### src/hw/rtl/firq15_pkg.sv
// Shared types, widths and constants of the Q15 direct-form FIR filter.
package firq15_pkg;

  localparam int unsigned SAMPLE_W     = 16;
  localparam int unsigned IDX_W        = 6;
  localparam int unsigned ACC_W        = 32;
  localparam int unsigned ROUND_SHIFT  = 15;
  localparam logic [ACC_W-1:0] ROUND_K = 32'h0000_4000;
  localparam int unsigned TAPS_DEFAULT = 64;

  // Input tdata layout: sample_in, tap_index, tap_value, zero padding
  localparam int unsigned IN_DATA_W  = 40;
  localparam int unsigned OUT_DATA_W = 16;

  // Mode carried in tuser
  localparam logic MODE_FILTER = 1'b0;
  localparam logic MODE_COEF   = 1'b1;

  typedef enum logic [1:0] {
    ST_IDLE,
    ST_MAC,
    ST_DRAIN,
    ST_DONE
  } fir_state_e;

  // Control broadcast to every cell of the tap chain
  typedef struct packed {
    logic                shift;
    logic                rotate;
    logic                wr_en;
    logic [IDX_W-1:0]    wr_idx;
    logic [SAMPLE_W-1:0] wr_val;
  } cell_ctl_t;

  // Control of the shared multiply-accumulate unit
  typedef struct packed {
    logic clear;
    logic mul_en;
  } mac_ctl_t;

endpackage

### src/hw/rtl/firq15_cell.sv
// One tap cell: holds one delayed sample and one coefficient of the chain.
module firq15_cell import firq15_pkg::*; #(
  parameter int unsigned IDX = 0
) (
  input  logic                clk_i,
  input  logic                rst_ni,
  input  cell_ctl_t           ctl_i,
  input  logic [SAMPLE_W-1:0] shift_smp_i,
  input  logic [SAMPLE_W-1:0] rot_smp_i,
  input  logic [SAMPLE_W-1:0] rot_coef_i,
  output logic [SAMPLE_W-1:0] smp_o,
  output logic [SAMPLE_W-1:0] coef_o
);

  localparam bit ADDRESSABLE = (IDX < (1 << IDX_W));

  logic [SAMPLE_W-1:0] smp_q;
  logic [SAMPLE_W-1:0] coef_q;
  logic                wr_hit;

  assign wr_hit = ADDRESSABLE && ctl_i.wr_en && (ctl_i.wr_idx == IDX_W'(IDX));

  // Advance the delay line on a new sample, rotate it during the pass
  always_ff @(posedge clk_i or negedge rst_ni) begin
    if (!rst_ni) begin
      smp_q <= '0;
    end else if (ctl_i.shift) begin
      smp_q <= shift_smp_i;
    end else if (ctl_i.rotate) begin
      smp_q <= rot_smp_i;
    end
  end

  // Load the coefficient on a matching write, rotate it during the pass
  always_ff @(posedge clk_i) begin
    if (wr_hit) begin
      coef_q <= ctl_i.wr_val;
    end else if (ctl_i.rotate) begin
      coef_q <= rot_coef_i;
    end
  end

  assign smp_o  = smp_q;
  assign coef_o = coef_q;

endmodule

### src/hw/rtl/firq15_mac.sv
// Shared multiply-accumulate unit with Q15 rounding of the final sum.
module firq15_mac import firq15_pkg::*; (
  input  logic                clk_i,
  input  logic                rst_ni,
  input  mac_ctl_t            ctl_i,
  input  logic [SAMPLE_W-1:0] coef_i,
  input  logic [SAMPLE_W-1:0] smp_i,
  output logic [SAMPLE_W-1:0] result_o
);

  logic signed [ACC_W-1:0] prod_q;
  logic                    prod_vld_q;
  logic        [ACC_W-1:0] acc_q;
  logic        [ACC_W-1:0] rnd;

  // Register the product of the head cell
  always_ff @(posedge clk_i) begin
    if (ctl_i.mul_en) begin
      prod_q <= $signed(coef_i) * $signed(smp_i);
    end
  end

  // Track whether the product register holds a term to add
  always_ff @(posedge clk_i or negedge rst_ni) begin
    if (!rst_ni) begin
      prod_vld_q <= 1'b0;
    end else if (ctl_i.clear) begin
      prod_vld_q <= 1'b0;
    end else begin
      prod_vld_q <= ctl_i.mul_en;
    end
  end

  // Accumulate modulo 2^32
  always_ff @(posedge clk_i) begin
    if (ctl_i.clear) begin
      acc_q <= '0;
    end else if (prod_vld_q) begin
      acc_q <= acc_q + ACC_W'(prod_q);
    end
  end

  // Round, shift right arithmetically and keep the low bits
  assign rnd      = acc_q + ROUND_K;
  assign result_o = rnd[ROUND_SHIFT+SAMPLE_W-1:ROUND_SHIFT];

endmodule

### src/hw/rtl/fir_filter_q15.sv
// Top level of the Q15 direct-form FIR filter: tap chain, MAC and control.
//
// Input channel s_axis: tuser selects the beat kind. tuser = 0 carries a
// sample in tdata[15:0] and yields one output beat; tuser = 1 writes the
// coefficient tdata[37:22] to tap tdata[21:16] and yields no output.
// Tap indexes at or above TAPS are ignored. Load coefficients first.
// Output channel m_axis: tdata[15:0] is the rounded Q15 filtered sample.
// Each cell of the tap chain holds one delayed sample and one coefficient.
// A sample beat shifts the chain by one cell; the chain then rotates once
// around while the head cell feeds one shared registered multiplier and
// accumulator, so the ring is back in place at the end.
// The sum passes through the MAC, DRAIN and DONE states into the output register.
// No new sample is taken before the pass is over, as set by the single MAC pass.
// Coefficient beats are taken back to back while the block is idle.
// s_axis_tready is high only between passes. A stalled output beat is held
// in the output register; a finished pass then waits for that register.
// Reset clears the delay line and the control; coefficients are kept only
// once written.
module fir_filter_q15 import firq15_pkg::*; #(
  parameter int unsigned TAPS = TAPS_DEFAULT
) (
  input  logic                  clk_i,
  input  logic                  rst_ni,
  input  logic                  s_axis_tvalid,
  output logic                  s_axis_tready,
  input  logic [IN_DATA_W-1:0]  s_axis_tdata,  // sample_in[15:0], tap_index[21:16],
                                               // tap_value[37:22], zero pad [39:38]
  input  logic                  s_axis_tuser,  // mode[0]
  output logic                  m_axis_tvalid,
  input  logic                  m_axis_tready,
  output logic [OUT_DATA_W-1:0] m_axis_tdata   // sample_out[15:0]
);

  localparam int unsigned CW = (TAPS > 1) ? $clog2(TAPS) : 1;
  localparam logic [CW-1:0] CNT_LAST = CW'(TAPS - 1);

  fir_state_e  state_q, state_d;
  logic [CW-1:0] cnt_q, cnt_d;
  logic        s_acc;
  logic        rotate;
  logic        load_out;
  cell_ctl_t   cell_ctl;
  mac_ctl_t    mac_ctl;

  logic [SAMPLE_W-1:0] smp  [TAPS];
  logic [SAMPLE_W-1:0] coef [TAPS];
  logic [SAMPLE_W-1:0] result;

  logic                out_vld_q;
  logic [SAMPLE_W-1:0] out_data_q;

  assign s_acc = s_axis_tvalid && s_axis_tready;

  // Broadcast control to the chain
  always_comb begin
    cell_ctl.shift  = s_acc && (s_axis_tuser == MODE_FILTER);
    cell_ctl.rotate = rotate;
    cell_ctl.wr_en  = s_acc && (s_axis_tuser == MODE_COEF);
    cell_ctl.wr_idx = s_axis_tdata[21:16];
    cell_ctl.wr_val = s_axis_tdata[37:22];
  end

  // Tap chain: shift from the left, rotate from the right
  for (genvar i = 0; i < TAPS; i++) begin : g_cell
    localparam int unsigned NXT = (i + 1) % TAPS;
    logic [SAMPLE_W-1:0] shift_in;
    if (i == 0) begin : g_head
      assign shift_in = s_axis_tdata[SAMPLE_W-1:0];
    end else begin : g_body
      assign shift_in = smp[i-1];
    end
    firq15_cell #(.IDX(i)) u_cell (
      .clk_i       (clk_i),
      .rst_ni      (rst_ni),
      .ctl_i       (cell_ctl),
      .shift_smp_i (shift_in),
      .rot_smp_i   (smp[NXT]),
      .rot_coef_i  (coef[NXT]),
      .smp_o       (smp[i]),
      .coef_o      (coef[i])
    );
  end

  firq15_mac u_mac (
    .clk_i    (clk_i),
    .rst_ni   (rst_ni),
    .ctl_i    (mac_ctl),
    .coef_i   (coef[0]),
    .smp_i    (smp[0]),
    .result_o (result)
  );

  // State and tap counter registers
  always_ff @(posedge clk_i or negedge rst_ni) begin
    if (!rst_ni) begin
      state_q <= ST_IDLE;
      cnt_q   <= '0;
    end else begin
      state_q <= state_d;
      cnt_q   <= cnt_d;
    end
  end

  // Sequence one pass over the chain per sample
  always_comb begin
    state_d        = state_q;
    cnt_d          = cnt_q;
    rotate         = 1'b0;
    load_out       = 1'b0;
    mac_ctl.clear  = 1'b0;
    mac_ctl.mul_en = 1'b0;
    s_axis_tready  = 1'b0;
    unique case (state_q)
      ST_IDLE: begin
        s_axis_tready = 1'b1;
        if (s_axis_tvalid && (s_axis_tuser == MODE_FILTER)) begin
          mac_ctl.clear = 1'b1;
          cnt_d         = '0;
          state_d       = ST_MAC;
        end
      end
      ST_MAC: begin
        rotate         = 1'b1;
        mac_ctl.mul_en = 1'b1;
        cnt_d          = cnt_q + CW'(1);
        if (cnt_q == CNT_LAST) begin
          state_d = ST_DRAIN;
        end
      end
      ST_DRAIN: begin
        state_d = ST_DONE;
      end
      ST_DONE: begin
        if (!out_vld_q || m_axis_tready) begin
          load_out = 1'b1;
          state_d  = ST_IDLE;
        end
      end
      default: begin
        state_d = ST_IDLE;
      end
    endcase
  end

  // Output register: hold the beat until taken
  always_ff @(posedge clk_i or negedge rst_ni) begin
    if (!rst_ni) begin
      out_vld_q <= 1'b0;
    end else if (load_out) begin
      out_vld_q <= 1'b1;
    end else if (m_axis_tready) begin
      out_vld_q <= 1'b0;
    end
  end

  always_ff @(posedge clk_i) begin
    if (load_out) begin
      out_data_q <= result;
    end
  end

  assign m_axis_tvalid = out_vld_q;
  assign m_axis_tdata  = out_data_q;

endmodule

### config.mk
export PLATFORM = sky130hd
export DESIGN_NAME = fir_filter_q15
export DESIGN_NICKNAME = d
export VERILOG_FILES = /design/src/hw/rtl/firq15_pkg.sv /design/src/hw/rtl/firq15_cell.sv /design/src/hw/rtl/firq15_mac.sv /design/src/hw/rtl/fir_filter_q15.sv
export SDC_FILE = /design/constraint.sdc
export NUM_CORES = 2
export LEC_CHECK = 0
export BUFFER_PORTS_ARGS = -buffer_cell sky130_fd_sc_hd__buf_2
export CAP_MARGIN = 30
export CORE_ASPECT_RATIO = 1.2
export CORE_MARGIN = 2
export CORE_UTILIZATION = 60
export DETAILED_ROUTE_END_ITERATION = 10
export MAX_ROUTING_LAYER = met4
export PLACE_DENSITY = 0.74
export SKIP_LAST_GASP = 1
export SLEW_MARGIN = 20
export SYNTH_ARGS = -nofsm -noshare
export SYNTH_HDL_FRONTEND = slang
export SYNTH_HIERARCHICAL = 1
export SYNTH_SLANG_ARGS = --single-unit
### constraint.sdc
create_clock -name clk_i -period 9.9 [get_ports clk_i]
set_input_delay 0 -clock clk_i [delete_from_list [all_inputs] [get_ports clk_i]]
set_output_delay 0 -clock clk_i [all_outputs]
set_load 0.02 [all_outputs]
==> summary.md <==
| Metric | Value |
|---|---|
| # rows | 170 |
| Overall die width | 392.1 um |
| R2R Path Start | g_cell[0].u_cell/coef_o[10] |
| Status | completed |
| Syn_nets | 8739 |
| CTS sink count | 2136 |
| Power, Total | 17.27 mW |
| Fraction of registers with async set/reset | 48.41% |
| First-pass GRT wire length | 343500 um |
| Placed cell count | 10420 |
| Vias/cell | 5.782 |
| Clk_lat worst skew | 840 ps |
| P&R area growth vs syn | 8.607% |
| Grt total ovfl | 0 |
| Hold Path Class | in -> reg |
| Cell variety after synth | 88 |
| Worst Path Max Fanout | 17 |
| Number of max-cap violations | 0 |
| Sw Share | 20.83% |
| Antenna violations before repair | 6 |
| DR WL/cell | 19.36 um |
| CP cell instances | nand2_1 -> fa_1 -> fa_1 -> fa_1 -> fa_1 -> inv_1 -> fa_1 -> fa_1 -> ha_1 -> and3_1 -> a221o_1 -> a32o_1 -> or4b_1 -> a31o_2 -> a221oi_4 -> nand2b_1 -> xor2_1 |
| FF+latch count, synth | 2136 |
| YS warnings | 6 |
| Worst-path clk slew | 60 ps |
| DRT Wirelength | 210600 um |
| Cell Area, Synth | 108500 sq um |
| Gpl congestion | 0.8580 |
| CP Launch Point | g_cell[0].u_cell/coef_o[10] |
| Data required time at the worst endpoint | 10470 ps |
| Final #Nets | 8707 |
| Cell Count, Final, Fillers Out | 10880 |
| RSZ-0062 raised after global routing | false |
| PostCTS Resize Cnt | 0 |
| Max stage delay on crit path | 970 ps |
| Cts hold-fix bufs | 45 |
| Slew headroom | 25.99% |
| Synth area leaders | edfxtp_1 30%, dfrtp_1 24%, mux2i_1 9.5% |
| Seq. cell area | 58660 sq um |
| Worst vdd ir | 0.1803 mV |
| GRT Util Overall | 23.53% |
| Routed vias | 62890 |
| Layout cells sized above 1 | 18.25% |
| Clock skew | 72.46 ps |
| H-tree depth | 4 |
| Antenna Violating Nets Remaining | 0 |
| Die outline height | 469.8 um |
| Comb pwr share | 1.8% |
| Initial Util | 60.49% |
| Main synth FF type | edfxtp_1 |
| Post-synth EDFFs | 1071 |
| Arr. time, crit path | 7600 ps |
| Leakage | 47.62 nW |
| Via count of the first global-routing pass | 63610 |
| Leading area contributor after synthesis | edfxtp_1 |
| CP top delay family | adder cells |
| Top Ports | 63 |
| Hold wc startpoint | s_axis_tdata[29] |
| Avg Inst Size Synth | 13.04 sq um |
| Largest net degree at the start of global routing | 305 |
| CTS Buf Count | 205 |
| Pint | 13.67 mW |
| Total die area | 184200 sq um |
| Post-CTS Repair Setup Buffers | 0 |
| Seq/Total Area, Yosys | 54.08% |
| CP max-delay cell | edfxtp_1 |
| Post-synth top cells | 1194 x nand2_1, 1071 x edfxtp_1, 1055 x o21ai_0 |
| Crit share post-route | 71.00% |
| Sequential Power Share | 53.6% |
| Critical Path End Type | flip-flop |
| Worst Tran Pin Value | 1110 ps |
| Mapped Cells | 8321 |
| Final setup violation count | 0 |
| Critical path launch point type | flip-flop |
| Switching Power | 3.597 mW |
| Port Buffers | 60 |
| Fill count | 12940 |
| Multi-input gate area | 46290 sq um |
| First-pass DRT Iterations | 5 |
| Clk pwr share | 44.6% |
| Final hold violation count | 0 |
| WP buf/inv | 1 |
| Critical setup path kind | reg -> reg |
| Setup tns final | 0 ps |
| Worst path most repeated cell | fa_1 |
| Clk buf depth | 3 |
| Pwr Density | 146.6 nW/um^2 |
| DR iter-0 viols | 4429 |
| Clock root buffer | clkbuf_16 |
| CTS tree | yes |
| DP HPWL | 122000 um |
| Cell with the most instances after synthesis | nand2_1 |
| DR DRC count | 0 |
| Core area | 179300 sq um |
| Final Max Tran Viols | 0 |
| Fin crit period | 7029 ps |
| Achievable Freq | 142.3 MHz |
| Yosys top cell area share | 29.65% |
==> registers in the layout, indices dropped and copies added (netlist names) <==
register,count
cnt_q,6
g_cell.u_cell/coef_o,1024
g_cell.u_cell/smp_o,1024
m_axis_tdata,16
m_axis_tvalid,1
state_q,2
u_mac/acc_q,31
u_mac/prod_q,31
u_mac/prod_vld_q,1
==> path summary, 6_finish.rpt <==
check	endpoint	slack, ps	depth (start not counted)
max	u_mac/prod_q[27]	2870	17
min	g_cell[12].u_cell/coef_o[7]	70	3
max reg2reg	u_mac/prod_q[27]	2870	17
min reg2reg	g_cell[53].u_cell/smp_o[8]	450	2
max in group asynchronous	g_cell[9].u_cell/smp_o[0]	7960	5
min in group asynchronous	g_cell[14].u_cell/smp_o[1]	410	4
==> placed cells by master (no fill, tap or decap), types with 99 or more instances in the layout <==
cell,n
and2_1,124
clkbuf_16,208
dfrtp_1,1034
edfxtp_1,1071
fa_1,257
ha_1,115
inv_1,315
mux2_2,536
mux2_4,441
mux2i_1,1034
nand2_1,1194
nor2_1,99
o21ai_0,1055
==> final cells by class <==
type / instances / share of cell area (%)
repair buffers: 193 / 1.683
clock inverters: 81 / 0.6436
diodes: 3 / 0.006373
flip-flops and latches: 2136 / 49.79
clock buffers: 303 / 5.018
well taps: 2408 / 2.558
inverters: 316 / 1.007
multi-input cells: 5437 / 39.29
==> metal layers <==
metal	vias to the layer above	GRT usage, %	share of wire, %
met5	-	-	0
met4	0	5.901	2.1
met3	289	3.090	4.3
met2	1234	38.17	50
met1	31810	31.59	44
li1	29560	-	-
==> worst reg2reg max path: stages, from the launching register on <==
cell      delay (ps)
edfxtp_1         970
nand2_1          190
fa_1             550
fa_1             590
fa_1             470
fa_1             550
inv_1             50
fa_1             510
fa_1             420
ha_1             350
and3_1           200
a221o_1          340
a32o_1           230
or4b_1           480
a31o_2           320
a221oi_4         280
nand2b_1         100
xor2_1           140
==> power groups by stage <==
| stage | registers, mW | clock network, mW | logic (mW) |
|---|---|---|---|
| final | 9.26 | 7.71 | 0.304 |
| after global routing | 9.25 | 8.24 | 0.329 |
| after CTS | 9.26 | 7.89 | 0.301 |
| after detailed placement | 9.44 | 0 | 0.284 |
| after global placement | 9.44 | 0 | 0.278 |
| after floorplan | 9.44 | 0 | 0.0338 |
==> cells by family (layout without fill, tap and decap cells) <==
| kind of cell | after synthesis | count (layout) | share of synthesized area, % |
|---|---|---|---|
| mux | 2059 | 2059 | 21.71 |
| flops | 2136 | 2136 | 54.08 |
| compound gates | 1212 | 1212 | 5.899 |
| other cells | 0 | 3 | 0 |
| xor+xnor | 73 | 73 | 0.5894 |
| simple gates | 1720 | 1720 | 8.377 |
| buf+inv | 748 | 893 | 3.268 |
| fa+ha+maj | 373 | 373 | 6.081 |
==> through the flow <==
step | hold slack, ps | utilization [%] | setup slack, ps | instance area, sq um
2_1_floorplan | -295.6 | - | 3574 | 108500
3_3_place_gp | 118.9 | 61.39 | 2889 | 110100
3_5_place_dp | 126.1 | 61.46 | 2856 | 110200
4_1_cts | 37.92 | 65.44 | 2821 | 117300
5_1_grt | 39.19 | 65.70 | 2640 | 117800
6_report | 74.13 | 65.70 | 2871 | 117800
(Power assumes the default switching activity.)
